==> src/rtl/core/sfr_pkg.sv <==
// shared types and constants for the streaming find-and-replace block
package sfr_pkg;

    localparam int MAX_PATTERN_DEF = 8;
    localparam int BYTE_W          = 8;
    localparam int WORD_W          = 64;
    localparam int LEN_W           = 4;
    localparam int CFG_IDX_W       = 4;
    localparam int REPL_MAX        = 8;
    localparam int REPL_IDX_W      = 3;

    // configuration register indexes
    typedef enum logic [CFG_IDX_W-1:0] {
        CFG_PATTERN_BYTES      = 4'd0,
        CFG_PATTERN_LENGTH     = 4'd1,
        CFG_REPLACEMENT_BYTES  = 4'd2,
        CFG_REPLACEMENT_LENGTH = 4'd3
    } t_cfg_idx;

    // controller states
    typedef enum logic [2:0] {
        ST_IDLE,
        ST_APPEND,
        ST_CHECK,
        ST_REPL,
        ST_FLUSH,
        ST_FIN
    } t_state;

    // datapath operations
    typedef enum logic [2:0] {
        OP_NONE,
        OP_LOAD,
        OP_PASS,
        OP_APPEND,
        OP_RELEASE,
        OP_MATCH,
        OP_REPL,
        OP_FINISH
    } t_op;

    typedef struct packed {
        t_op  op;
        logic idle;
    } t_cmd;

    typedef struct packed {
        logic last;
        logic bypass;
        logic prefix;
        logic full;
        logic repl_empty;
        logic repl_last;
        logic fill_zero;
        logic can_push;
        logic finish_ok;
    } t_status;

endpackage

==> src/rtl/core/sfr_ctrl.sv <==
// sequencing controller for the find-and-replace datapath
module sfr_ctrl (
    input  logic             i_clk,
    input  logic             i_rst_n,
    input  logic             i_in_valid,
    input  logic             i_cfg_valid,
    input  sfr_pkg::t_status i_status,
    output sfr_pkg::t_cmd    o_cmd
);

    sfr_pkg::t_state r_state;
    sfr_pkg::t_state n_state;
    sfr_pkg::t_state after_match;

    // state after the window has settled: flush on the last item
    assign after_match = i_status.last ? sfr_pkg::ST_FLUSH : sfr_pkg::ST_FIN;

    // state register
    always_ff @(posedge i_clk) begin
        if (!i_rst_n) begin
            r_state <= sfr_pkg::ST_IDLE;
        end else begin
            r_state <= n_state;
        end
    end

    // next state
    always_comb begin
        n_state = r_state;
        case (r_state)
            sfr_pkg::ST_IDLE: begin
                if (!i_cfg_valid && i_in_valid) begin
                    n_state = sfr_pkg::ST_APPEND;
                end
            end
            sfr_pkg::ST_APPEND: begin
                if (!i_status.bypass) begin
                    n_state = sfr_pkg::ST_CHECK;
                end else if (i_status.can_push) begin
                    n_state = sfr_pkg::ST_FIN;
                end
            end
            sfr_pkg::ST_CHECK: begin
                if (i_status.prefix) begin
                    if (i_status.full && !i_status.repl_empty) begin
                        n_state = sfr_pkg::ST_REPL;
                    end else begin
                        n_state = after_match;
                    end
                end
            end
            sfr_pkg::ST_REPL: begin
                if (i_status.can_push && i_status.repl_last) begin
                    n_state = after_match;
                end
            end
            sfr_pkg::ST_FLUSH: begin
                if (i_status.fill_zero) begin
                    n_state = sfr_pkg::ST_FIN;
                end
            end
            sfr_pkg::ST_FIN: begin
                if (i_status.finish_ok) begin
                    n_state = sfr_pkg::ST_IDLE;
                end
            end
            default: n_state = sfr_pkg::ST_IDLE;
        endcase
    end

    // datapath commands
    always_comb begin
        o_cmd.op   = sfr_pkg::OP_NONE;
        o_cmd.idle = 1'b0;
        case (r_state)
            sfr_pkg::ST_IDLE: begin
                o_cmd.idle = 1'b1;
                if (!i_cfg_valid && i_in_valid) begin
                    o_cmd.op = sfr_pkg::OP_LOAD;
                end
            end
            sfr_pkg::ST_APPEND: begin
                if (!i_status.bypass) begin
                    o_cmd.op = sfr_pkg::OP_APPEND;
                end else if (i_status.can_push) begin
                    o_cmd.op = sfr_pkg::OP_PASS;
                end
            end
            sfr_pkg::ST_CHECK: begin
                if (i_status.prefix) begin
                    if (i_status.full) begin
                        o_cmd.op = sfr_pkg::OP_MATCH;
                    end
                end else if (i_status.can_push) begin
                    o_cmd.op = sfr_pkg::OP_RELEASE;
                end
            end
            sfr_pkg::ST_REPL: begin
                if (i_status.can_push) begin
                    o_cmd.op = sfr_pkg::OP_REPL;
                end
            end
            sfr_pkg::ST_FLUSH: begin
                if (!i_status.fill_zero && i_status.can_push) begin
                    o_cmd.op = sfr_pkg::OP_RELEASE;
                end
            end
            sfr_pkg::ST_FIN: begin
                if (i_status.finish_ok) begin
                    o_cmd.op = sfr_pkg::OP_FINISH;
                end
            end
            default: o_cmd.op = sfr_pkg::OP_NONE;
        endcase
    end

endmodule

==> src/rtl/core/sfr_datapath.sv <==
// match window, configuration registers and output staging
module sfr_datapath #(
    parameter int MAX_PATTERN = sfr_pkg::MAX_PATTERN_DEF
) (
    input  logic                           i_clk,
    input  logic                           i_rst_n,
    input  sfr_pkg::t_cmd                  i_cmd,
    output sfr_pkg::t_status               o_status,
    input  logic [sfr_pkg::BYTE_W-1:0]     i_text_byte,
    input  logic                           i_text_end,
    input  logic                           i_cfg_valid,
    input  logic [sfr_pkg::CFG_IDX_W-1:0]  i_cfg_index,
    input  logic [sfr_pkg::WORD_W-1:0]     i_cfg_data,
    input  logic                           i_out_stall,
    output logic                           o_out_valid,
    output logic [sfr_pkg::BYTE_W-1:0]     o_out_byte,
    output logic                           o_byte_present,
    output logic                           o_out_end
);

    localparam int BW = sfr_pkg::BYTE_W;
    localparam int LW = sfr_pkg::LEN_W;
    localparam int RW = sfr_pkg::REPL_IDX_W;

    logic [sfr_pkg::WORD_W-1:0]     r_pat_bytes;
    logic [LW-1:0]                  r_pat_len;
    logic [sfr_pkg::WORD_W-1:0]     r_rep_bytes;
    logic [LW-1:0]                  r_rep_len;
    logic [BW-1:0]                  r_in_byte;
    logic                           r_last;
    logic [BW-1:0]                  r_win [MAX_PATTERN];
    logic [LW-1:0]                  r_fill;
    logic [sfr_pkg::REPL_IDX_W-1:0] r_idx;
    logic [BW-1:0]                  r_pend_byte;
    logic                           r_pend_valid;
    logic                           r_out_valid;
    logic [BW-1:0]                  r_out_byte;
    logic                           r_out_pres;
    logic                           r_out_end;

    logic          cfg_we;
    logic [LW-1:0] plen;
    logic [LW-1:0] rlen;
    logic          prefix;
    logic          push;
    logic          finish;
    logic [BW-1:0] push_byte;
    logic [BW-1:0] rep_byte;
    logic          out_free;

    assign cfg_we = i_cfg_valid && i_cmd.idle;

    // lengths clamped to what the block supports
    assign plen = (r_pat_len > LW'(MAX_PATTERN)) ? LW'(MAX_PATTERN) : r_pat_len;
    assign rlen = (r_rep_len > LW'(sfr_pkg::REPL_MAX)) ? LW'(sfr_pkg::REPL_MAX) : r_rep_len;

    // held bytes against the pattern prefix
    always_comb begin
        prefix = 1'b1;
        for (int i = 0; i < MAX_PATTERN; i++) begin
            if ((LW'(i) < r_fill) && (r_win[i] != r_pat_bytes[i*BW +: BW])) begin
                prefix = 1'b0;
            end
        end
    end

    // byte selection for the staging register
    assign rep_byte = r_rep_bytes[{r_idx, 3'b000} +: BW];
    assign push     = (i_cmd.op == sfr_pkg::OP_PASS) || (i_cmd.op == sfr_pkg::OP_REPL)
                   || (i_cmd.op == sfr_pkg::OP_RELEASE);
    assign finish   = (i_cmd.op == sfr_pkg::OP_FINISH);

    always_comb begin
        case (i_cmd.op)
            sfr_pkg::OP_PASS: push_byte = r_in_byte;
            sfr_pkg::OP_REPL: push_byte = rep_byte;
            default:          push_byte = r_win[0];
        endcase
    end

    assign out_free = !r_out_valid || !i_out_stall;

    // status towards the controller
    assign o_status.last       = r_last;
    assign o_status.bypass     = (plen == '0) || (r_fill >= plen);
    assign o_status.prefix     = prefix;
    assign o_status.full       = (r_fill == plen);
    assign o_status.repl_empty = (rlen == '0);
    assign o_status.repl_last  = (({1'b0, r_idx} + LW'(1)) == rlen);
    assign o_status.fill_zero  = (r_fill == '0);
    assign o_status.can_push   = !r_pend_valid || out_free;
    assign o_status.finish_ok  = out_free || (!r_pend_valid && !r_last);

    // configuration, fill count, item flag and valids
    always_ff @(posedge i_clk) begin
        if (!i_rst_n) begin
            r_pat_bytes  <= '0;
            r_pat_len    <= '0;
            r_rep_bytes  <= '0;
            r_rep_len    <= '0;
            r_fill       <= '0;
            r_idx        <= '0;
            r_last       <= 1'b0;
            r_pend_valid <= 1'b0;
            r_out_valid  <= 1'b0;
        end else begin
            if (cfg_we) begin
                case (i_cfg_index)
                    sfr_pkg::CFG_PATTERN_BYTES: begin
                        r_pat_bytes <= i_cfg_data;
                        r_fill      <= '0;
                    end
                    sfr_pkg::CFG_PATTERN_LENGTH: begin
                        r_pat_len <= i_cfg_data[LW-1:0];
                        r_fill    <= '0;
                    end
                    sfr_pkg::CFG_REPLACEMENT_BYTES: r_rep_bytes <= i_cfg_data;
                    sfr_pkg::CFG_REPLACEMENT_LENGTH: r_rep_len <= i_cfg_data[LW-1:0];
                    default: ;
                endcase
            end

            case (i_cmd.op)
                sfr_pkg::OP_LOAD:    r_last <= i_text_end;
                sfr_pkg::OP_PASS:    r_fill <= '0;
                sfr_pkg::OP_APPEND:  r_fill <= r_fill + LW'(1);
                sfr_pkg::OP_RELEASE: r_fill <= r_fill - LW'(1);
                sfr_pkg::OP_MATCH: begin
                    r_fill <= '0;
                    r_idx  <= '0;
                end
                sfr_pkg::OP_REPL:    r_idx <= r_idx + RW'(1);
                default: ;
            endcase

            // staging register feeds the output register one result behind
            if (push) begin
                r_pend_valid <= 1'b1;
            end else if (finish) begin
                r_pend_valid <= 1'b0;
            end

            if ((push && r_pend_valid) || (finish && (r_pend_valid || r_last))) begin
                r_out_valid <= 1'b1;
            end else if (!i_out_stall) begin
                r_out_valid <= 1'b0;
            end
        end
    end

    // window and result payload
    always_ff @(posedge i_clk) begin
        if (i_cmd.op == sfr_pkg::OP_LOAD) begin
            r_in_byte <= i_text_byte;
        end

        if (i_cmd.op == sfr_pkg::OP_APPEND) begin
            for (int i = 0; i < MAX_PATTERN; i++) begin
                if (r_fill == LW'(i)) begin
                    r_win[i] <= r_in_byte;
                end
            end
        end else if (i_cmd.op == sfr_pkg::OP_RELEASE) begin
            for (int i = 0; i < MAX_PATTERN - 1; i++) begin
                r_win[i] <= r_win[i+1];
            end
        end

        if (push) begin
            r_pend_byte <= push_byte;
        end

        // an item closing with nothing to send leaves the output register alone
        if (push && r_pend_valid) begin
            r_out_byte <= r_pend_byte;
            r_out_pres <= 1'b1;
            r_out_end  <= 1'b0;
        end else if (finish && (r_pend_valid || r_last)) begin
            if (r_pend_valid) begin
                r_out_byte <= r_pend_byte;
                r_out_pres <= 1'b1;
            end else begin
                r_out_byte <= '0;
                r_out_pres <= 1'b0;
            end
            r_out_end <= r_last;
        end
    end

    assign o_out_valid    = r_out_valid;
    assign o_out_byte     = r_out_byte;
    assign o_byte_present = r_out_pres;
    assign o_out_end      = r_out_end;

endmodule

==> src/rtl/core/stream_find_replace.sv <==
// top level of the streaming find-and-replace block
//
// Text enters one byte per item on the input channel (i_in_valid, o_in_stall),
// with i_text_end marking the final byte. Rewritten text leaves one byte per
// item on the output channel (o_out_valid, i_out_stall); o_out_end marks the
// last result of the text, and an item with o_byte_present low carries only
// that end mark. Every leftmost, non-overlapping occurrence of the pattern is
// replaced; a pattern length of zero passes bytes through.
// Registers are written through i_cfg_valid / o_cfg_ready, only taken while
// no item is in work; writing the pattern or its length empties the window.
// Each item is worked on alone by the controller: it accepts the byte, appends
// it to the window or passes it, checks the window and releases bytes, sends
// each replacement byte, at the end of text releases the window until it is
// empty, and then closes the item. Results pass through a one-deep staging
// register, so a byte leaves when the next byte of the same item or the close
// of the item moves it on. When the receiver stalls, the output register holds
// its item and the controller waits; reset empties the window and clears the
// configuration, the controller state and the valid flags.
module stream_find_replace #(
    parameter int MAX_PATTERN = sfr_pkg::MAX_PATTERN_DEF
) (
    input  logic                           i_clk,
    input  logic                           i_rst_n,
    input  logic                           i_in_valid,
    output logic                           o_in_stall,
    input  logic [sfr_pkg::BYTE_W-1:0]     i_text_byte,
    input  logic                           i_text_end,
    output logic                           o_out_valid,
    input  logic                           i_out_stall,
    output logic [sfr_pkg::BYTE_W-1:0]     o_out_byte,
    output logic                           o_byte_present,
    output logic                           o_out_end,
    input  logic                           i_cfg_valid,
    output logic                           o_cfg_ready,
    input  logic [sfr_pkg::CFG_IDX_W-1:0]  i_cfg_index,
    input  logic [sfr_pkg::WORD_W-1:0]     i_cfg_data
);

    sfr_pkg::t_cmd    cmd;
    sfr_pkg::t_status status;

    // item is taken only in idle out of reset and never alongside a register write
    assign o_in_stall  = !cmd.idle || i_cfg_valid || !i_rst_n;
    assign o_cfg_ready = cmd.idle && i_rst_n;

    sfr_ctrl u_ctrl (
        .i_clk       (i_clk),
        .i_rst_n     (i_rst_n),
        .i_in_valid  (i_in_valid),
        .i_cfg_valid (i_cfg_valid),
        .i_status    (status),
        .o_cmd       (cmd)
    );

    sfr_datapath #(
        .MAX_PATTERN (MAX_PATTERN)
    ) u_datapath (
        .i_clk          (i_clk),
        .i_rst_n        (i_rst_n),
        .i_cmd          (cmd),
        .o_status       (status),
        .i_text_byte    (i_text_byte),
        .i_text_end     (i_text_end),
        .i_cfg_valid    (i_cfg_valid),
        .i_cfg_index    (i_cfg_index),
        .i_cfg_data     (i_cfg_data),
        .i_out_stall    (i_out_stall),
        .o_out_valid    (o_out_valid),
        .o_out_byte     (o_out_byte),
        .o_byte_present (o_byte_present),
        .o_out_end      (o_out_end)
    );

endmodule

==> config.mk <==
export PLATFORM = sky130hd
export DESIGN_NAME = stream_find_replace
export DESIGN_NICKNAME = d
export VERILOG_FILES = /design/src/rtl/core/sfr_pkg.sv /design/src/rtl/core/sfr_ctrl.sv /design/src/rtl/core/sfr_datapath.sv /design/src/rtl/core/stream_find_replace.sv
export SDC_FILE = /design/constraint.sdc
export NUM_CORES = 1
export LEC_CHECK = 0
export ABC_AREA = 1
export BUFFER_PORTS_ARGS = -buffer_cell sky130_fd_sc_hd__buf_2
export CAP_MARGIN = 15
export CORE_MARGIN = 2
export CORE_UTILIZATION = 60
export DETAILED_ROUTE_END_ITERATION = 8
export PLACE_DENSITY = 0.8
export SYNTH_ARGS = -nofsm -noshare
export SYNTH_HDL_FRONTEND = slang
export SYNTH_SLANG_ARGS = --single-unit
==> constraint.sdc <==
create_clock -name i_clk -period 3.1 [get_ports i_clk]
set_input_delay 0.465 -clock i_clk [delete_from_list [all_inputs] [get_ports i_clk]]
set_output_delay 0.465 -clock i_clk [all_outputs]
set_load 0.01 [all_outputs]
==> results of run 1 <==
-- Yosys cell counts, types with 3 or more instances --
master,count,area (um2)
clkbuf_1,47,176.4
nand2_1,292,1096
xnor2_1,48,420.4
ha_1,10,125.1
nand4_1,7,43.79
o22ai_1,8,50.05
o21ai_1,3,15.01
dfxtp_1,151,3023
a21oi_1,42,210.2
inv_2,13,48.80
o211ai_1,9,67.56
buf_1,3,11.26
nor2_2,3,18.77
edfxtp_1,88,2643
o221ai_1,5,43.79
xor2_1,6,52.55
a32o_1,8,80.08
buf_2,12,60.06
a211oi_1,3,22.52
nor3_1,5,25.02
nand2_2,4,25.02
nor2_1,296,1111
o21ai_0,187,935.9
nand3_1,13,65.06
inv_1,113,424.2
-- critical path: stages, from the launching register on --
cell and delay [ns]:
edfxtp_1 0.40, inv_1 0.08, nor2_1 0.05, nor3_1 0.25, nand2_1 0.13, nor2_1 0.17
nand2_1 0.09, nand2_1 0.14, nand3_1 0.13, nand2_2 0.11, nand2_2 0.08, nand2_4 0.20
nand3b_4 0.13, o31ai_1 0.26, buf_4 0.23
-- cell type report --
type	instances	area share
Sequential cell	239	0.4528
Multi-Input combinational cell	968	0.3678
Clock buffer	35	0.05980
Timing Repair Buffer	114	0.04980
Inverter	128	0.03840
Tap cell	229	0.02290
Clock inverter	10	0.008500
-- logic make-up after synthesis --
family,count (synthesis)
xor+xnor,54
compound gates,275
simple gates,629
buf+inv,195
fa+ha+maj,10
flops,239
-- placed cells by master, fill, tap and decap left out, drive strengths merged, types with 9 or more instances in the layout --
cell | netlist | routed
nor2 | 301 | 301
nand2 | 297 | 297
o21ai | 190 | 190
dfxtp | 151 | 151
inv | 126 | 128
buf | 19 | 114
edfxtp | 88 | 88
xnor2 | 48 | 48
a21oi | 42 | 42
clkbuf | 48 | 35
nand3 | 14 | 14
ha | 10 | 10
o211ai | 9 | 9
-- worst max-delay path by stage --
| stage | endpoint | slack [ns] |
|---|---|---|
| 6_report | u_datapath.r_win[1][4] | 0.35 |
| 3_5_place_dp | u_datapath.o_out_byte[3] | 0.37 |
| 2_1_floorplan | u_datapath.r_win[1][0] | 0.41 |
| 4_1_cts | u_datapath.o_out_byte[3] | 0.35 |
| 5_1_grt | u_datapath.r_pend_byte[6] | 0.07 |
| 3_3_place_gp | u_datapath.o_out_byte[3] | 0.49 |
-- metrics by stage --
step / cells / cell area [um2] / hold WS (ns) / worst slack [ns]
finish: 1723 / 12510 / 0.1251 / 0.3519
global placement: 1678 / 11650 / 0.4244 / 0.4919
global route: 1723 / 12510 / 0.1167 / 0.06653
floorplan: 1402 / 11030 / 0.4437 / 0.4064
detailed placement: 1678 / 11650 / 0.4370 / 0.3713
CTS: 1723 / 12510 / 0.1153 / 0.3524
-- per-layer routing --
metal	up-vias	part of all wire	track usage
li1	4666	-	-
met1	4426	0.43	0.4308
met2	396	0.45	0.4825
met3	70	0.084	0.04474
met4	0	0.042	0.1247
met5	-	0	0
-- state kept, by name, summed over array words and instances, names as in the netlist --
signal and flops:
u_datapath.r_idx 3, u_datapath.o_out_valid 1, u_datapath.o_out_byte 8, u_datapath.r_last 1, u_datapath.r_fill 4, u_datapath.r_pat_bytes 64, u_datapath.r_pat_len 4, u_datapath.r_pend_byte 8
u_datapath.r_pend_valid 1, u_datapath.r_in_byte 8, u_datapath.o_out_end 1, u_datapath.r_win 64, u_datapath.r_rep_len 4, u_ctrl.r_state 3, u_datapath.o_byte_present 1, u_datapath.r_rep_bytes 64
-- power by group through the flow --
stage | Sequential, mW | Combinational (mW) | Clock, mW
floorplan | 3.78 | 0.891 | 0
global route | 3.79 | 1.47 | 3.23
finish | 3.77 | 1.31 | 3.09
detailed placement | 3.83 | 1.28 | 0
global placement | 3.82 | 1.24 | 0
CTS | 3.76 | 1.29 | 3.10
-- repair_timing --
item                                    CTS  global route
hold endpoints to repair                  0             0
resized for setup                         0             1
hold buffers                              0             0
endpoints found under the setup margin    0             8
==> flow_summary_export.csv, run 1 <==
group,metric,value,unit
logic_synthesis,syn_inst,1402,
drt,via_per_inst,5.547,
critical_path,r2r_start,"u_datapath.r_win[0][31]",
global_route,grt_pass1_vias,9113,
outcome,status,"completed",
power_and_ir_drop,worst_ir_drop_vdd,0.0005464,V
logic_synthesis,async_flop_share,0,
drt,drcViolationCount,0,
power_and_ir_drop,p_int,5.873,mW
critical_path,timing.rr.end,"u_datapath.r_win[1][4]",
global_route,grt_overflow_total,0,
critical_path,worstSetupEndpointType,"flip-flop",
min_path,hold_path_startpoint,"i_text_byte[7]",
logic_synthesis,synth_area,11030,um2
cts,tritoncts,"done",
sta,finalHoldViolCount,0,
drt,drt-initial-drc-count,1085,
power_and_ir_drop,clkPwrFrac,0.379,
cts,cts-htree-levels,1,
final_layout,final_core_util,0.6942,
critical_path,arrival,2.97,ns
power_and_ir_drop,p_leak,5.649,nW
global_route,antenna_found_initial,0,
drt,via_count,9558,
critical_path,critPathKind,"flip-flop to flip-flop",
cts,post_cts_buffers,0,
sta,finalSetupTns,0,ns
logic_synthesis,synth_mux_area_frac,0,
logic_synthesis,synth_compound_area_frac,0.1368,
sta,tightest_slew,1.084,ns
floorplan,start_util,0.6118,
drt,final_antenna_net_count,0,
global_route,grt_pass1_wl,47540,um
sta,timing.fmax,363.9,MHz
critical_path,worstRegToRegCells,14,
drt,routedWlPerCell,17.47,um
power_and_ir_drop,p_comb_frac,0.160,
floorplan,rows,49,
floorplan,die-area,19480,um2
cts,cts_buffer_depth,3,
cts,cts.reportedPaths.clkPinSlew,0.06,ns
logic_synthesis,ys_seq_elements,239,
critical_path,startpoint,"u_datapath.r_win[0][31]",
power_and_ir_drop,power.density,652.7,nW/um2
final_layout,diodes,0,
floorplan,die_x,139.6,um
global_route,grt.total_usage,0.3068,
logic_synthesis,synthSimpleGateAreaFrac,0.2252,
min_path,hold_depth,1,
drt,wl,30100,um
cts,cts_buffers,25,
final_layout,fin_nets,1568,
floorplan,ios,95,
power_and_ir_drop,power.total,8.166,mW
logic_synthesis,synth_flop_cell,"dfxtp_1",
sta,post-route-period-util,0.8865,
placed_design,dpl.hpwl,21330,um
critical_path,cp_max_fo,18,
logic_synthesis,yosys_warnings,0,
logic_synthesis,ys_seq_area_frac,0.5138,
final_layout,multi_input_comb_area,4602,um2
sta,maxSlewViolCount,0,
min_path,min_to,"u_datapath.r_in_byte[7]",
floorplan,die_h,139.6,um
final_layout,fillers,1432,
sta,fin_worst_skew,0.02213,ns
critical_path,required,3.32,ns
final_layout,drive_gt1_frac,0.1252,
critical_path,r2r_slack,0.35,ns
critical_path,cp-start-kind,"flip-flop",
power_and_ir_drop,swShare,0.2808,
sta,rsz0062_at_grt,"false",
final_layout,area_growth,13.47,%
cts,clock_sink_count,239,
logic_synthesis,synth_area_per_cell,7.865,um2
final_layout,regArea,5665,um2
power_and_ir_drop,p_sw,2.293,mW
logic_synthesis,synth_top_family_by_area,"simple AND/OR/NAND/NOR gates",
logic_synthesis,synth_edf_count,88,
logic_synthesis,synth_xor_area_frac,0.04289,
sta,setup_viol,0,
run,drv_cap,0,
placed_design,port_buffers,94,
global_route,grt_max_degree,65,
logic_synthesis,yosys.area_share.adder,0.01135,
logic_synthesis,ys_types,45,
floorplan,core-area,18020,um2
cts,clock_latency,0.53,ns
power_and_ir_drop,p_seq_frac,0.461,
placed_design,gp_congestion,0.9607,
sta,period_needed,2.748,ns
min_path,hp-class,"input pin to flip-flop",
cts,root_buffer,"clkbuf_16",
logic_synthesis,syn_nets,1494,
sta,slew_headroom,0.2768,
drt,firstDrtPassIters,8,
Note: power is estimated with default switching activity, not from simulation.
==> run 2: changes to the inputs <==
CELL_PAD_IN_SITES_DETAIL_PLACEMENT = 0   (was not set)
CELL_PAD_IN_SITES_GLOBAL_PLACEMENT = 2   (was not set)
CORE_UTILIZATION = 35   (was 60)
PLACE_DENSITY = not set   (was 0.8)
PLACE_DENSITY_LB_ADDON = 0.1   (was not set)
==> run 2 against run 1 <==
Net effect: via count decreased by 3.3%; combinational power hardly changed; global-route usage is 8.9 points lower; hold slack got worse by 0.044 ns; critical endpoint is now u_datapath.o_out_byte[4]; setup slack got worse by 0.047 ns; register-to-register slack got worse by 0.05 ns; utilization is 28 points lower.
==> flow_summary_export.csv, run 2 (same netlist as run 1, synthesis figures left out) <==
group,metric,value,unit
outcome,status,"completed",
placed_design,dpl.hpwl,26020,um
drt,drt-initial-drc-count,610,
power_and_ir_drop,worst_ir_drop_vdd,0.0004517,V
drt,via_count,9244,
critical_path,worstSetupEndpointType,"flip-flop",
global_route,antenna_found_initial,1,
floorplan,ios,95,
sta,tightest_slew,1.057,ns
sta,post-route-period-util,0.9018,
sta,rsz0062_at_grt,"false",
cts,cts_buffer_depth,3,
critical_path,cp-start-kind,"flip-flop",
cts,clock_sink_count,239,
cts,cts.reportedPaths.clkPinSlew,0.06,ns
global_route,grt_pass1_vias,8995,
cts,cts_buffers,28,
sta,slew_headroom,0.2953,
drt,drcViolationCount,0,
global_route,grt_max_degree,142,
drt,final_antenna_net_count,0,
final_layout,final_common_cell,"nor2_1",
floorplan,core-area,30830,um2
final_layout,reg_top3,"u_datapath.r_pat_bytes x64, u_datapath.r_rep_bytes x64, u_datapath.r_win x64",
placed_design,placedCellCount,1849,
final_layout,final_cells,1902,
sta,timing.fmax,357.7,MHz
floorplan,die-area,32940,um2
drt,routedWlPerCell,19.01,um
cts,cts-htree-levels,1,
cts,tritoncts,"done",
global_route,grt.total_usage,0.2178,
drt,firstDrtPassIters,5,
global_route,grt_overflow_total,0,
cts,clock_latency,0.56,ns
sta,period_needed,2.796,ns
final_layout,drive_gt1_frac,0.1296,
power_and_ir_drop,p_leak,5.707,nW
sta,hold_slack,0.08115,ns
floorplan,die_h,181.5,um
sta,finalHoldViolCount,0,
placed_design,port_buffers,94,
global_route,grt_pass1_wl,54900,um
drt,via_per_inst,4.860,
critical_path,required,3.33,ns
placed_design,gp_congestion,0.8680,
min_path,hp-class,"input pin to flip-flop",
power_and_ir_drop,power.density,656.2,nW/um2
run,drv_cap,0,
cts,root_buffer,"clkbuf_16",
final_layout,area_growth,16.62,%
sta,finalSetupTns,0,ns
floorplan,start_util,0.3577,
critical_path,critPathKind,"flip-flop to flip-flop",
final_layout,final_core_util,0.4171,
final_layout,fin_nets,1575,
floorplan,die_x,181.5,um
sta,setup_viol,0,
final_layout,final_cell_mix,"nor2_1, nand2_1, o21ai_0",
final_layout,fillers,3238,
drt,wl,36160,um
power_and_ir_drop,power.total,8.438,mW
sta,maxSlewViolCount,0,
sta,fin_worst_skew,0.02717,ns
critical_path,cp_max_fo,13,
critical_path,arrival,3.03,ns
floorplan,rows,64,
-- run 2: cell count changes in the layout (fill, tap and decap cells not counted), moves of 2 or more --
cell / before / now
clkinv_1: 2 / 5
buf_4: 21 / 23
clkinv_2: 5 / 8
clkbuf_16: 26 / 28
clkbuf_8: 6 / 3
buf_12: 0 / 2
clkbuf_1: 2 / 4
-- run 2: worst max-delay path: stages (launching register included) --
cell       delay, ns
dfxtp_1         0.41
inv_1           0.18
ha_1            0.32
nand2_1         0.05
nor2_1          0.13
inv_1           0.07
o2111ai_1       0.16
nor2_2          0.05
buf_4           0.19
nor3_1          0.15
nand2_1         0.11
nor2_4          0.19
inv_2           0.07
nand2_1         0.10
nand2_1         0.09
nand2_2         0.19
-- run 2: worst paths after layout --
path	start	end	slack, ns	cells past startpoint
max	u_datapath.r_fill[0]	u_datapath.o_out_byte[4]	0.30	15
min	i_text_byte[7]	u_datapath.r_in_byte[7]	0.08	1
max reg2reg	u_datapath.r_fill[0]	u_datapath.o_out_byte[4]	0.30	15
min reg2reg	u_datapath.o_out_end	u_datapath.o_out_end	0.44	2
-- run 2: what timing repair did --
| item | in CTS | in global routing |
|---|---|---|
| resized for setup | 0 | 2 |
| endpoints found under the setup margin | 0 | 9 |
| hold buffers | 0 | 0 |
| setup buffers | 0 | 0 |
| endpoints found under the hold margin | 0 | 0 |
-- run 2: report_power, final --
part	switching (mW)	leakage [nW]	total, mW	internal (mW)
sequential	0.180	2.02	3.77	3.59
clock	1.37	0.461	3.35	1.98
combinational	0.876	3.22	1.31	0.438
-- run 2: metal layers --
layer  part of all wire  routed length (um)  GRT usage  up-vias
li1                   -                   -          -     4691
met1               0.48               17500     0.3049     4323
met2               0.46               16650     0.3628      189
met3              0.040                1448    0.03189       41
met4              0.016                 566    0.03610        0
met5                  0                   0          0        -
-- run 2: final cells by class --
type,count,area [um2],area share
timing repair buffer,118,678.2,0.05273
inverter,128,480.5,0.03736
clock buffer,35,757.0,0.05886
tap,396,495.5,0.03853
sequential,239,5665,0.4406
clock inverter,17,171.4,0.01333
antenna,1,2.502,0.0001946
multi-input combinational,968,4609,0.3584
-- run 2: metrics by stage --
step / worst slack (ns) / cell area [um2]
after floorplan: 0.4064 / 11030
after global placement: 0.3623 / 11920
after detailed placement: 0.2799 / 11920
after CTS: 0.2300 / 12850
after global routing: 0.01752 / 12860
final: 0.3045 / 12860
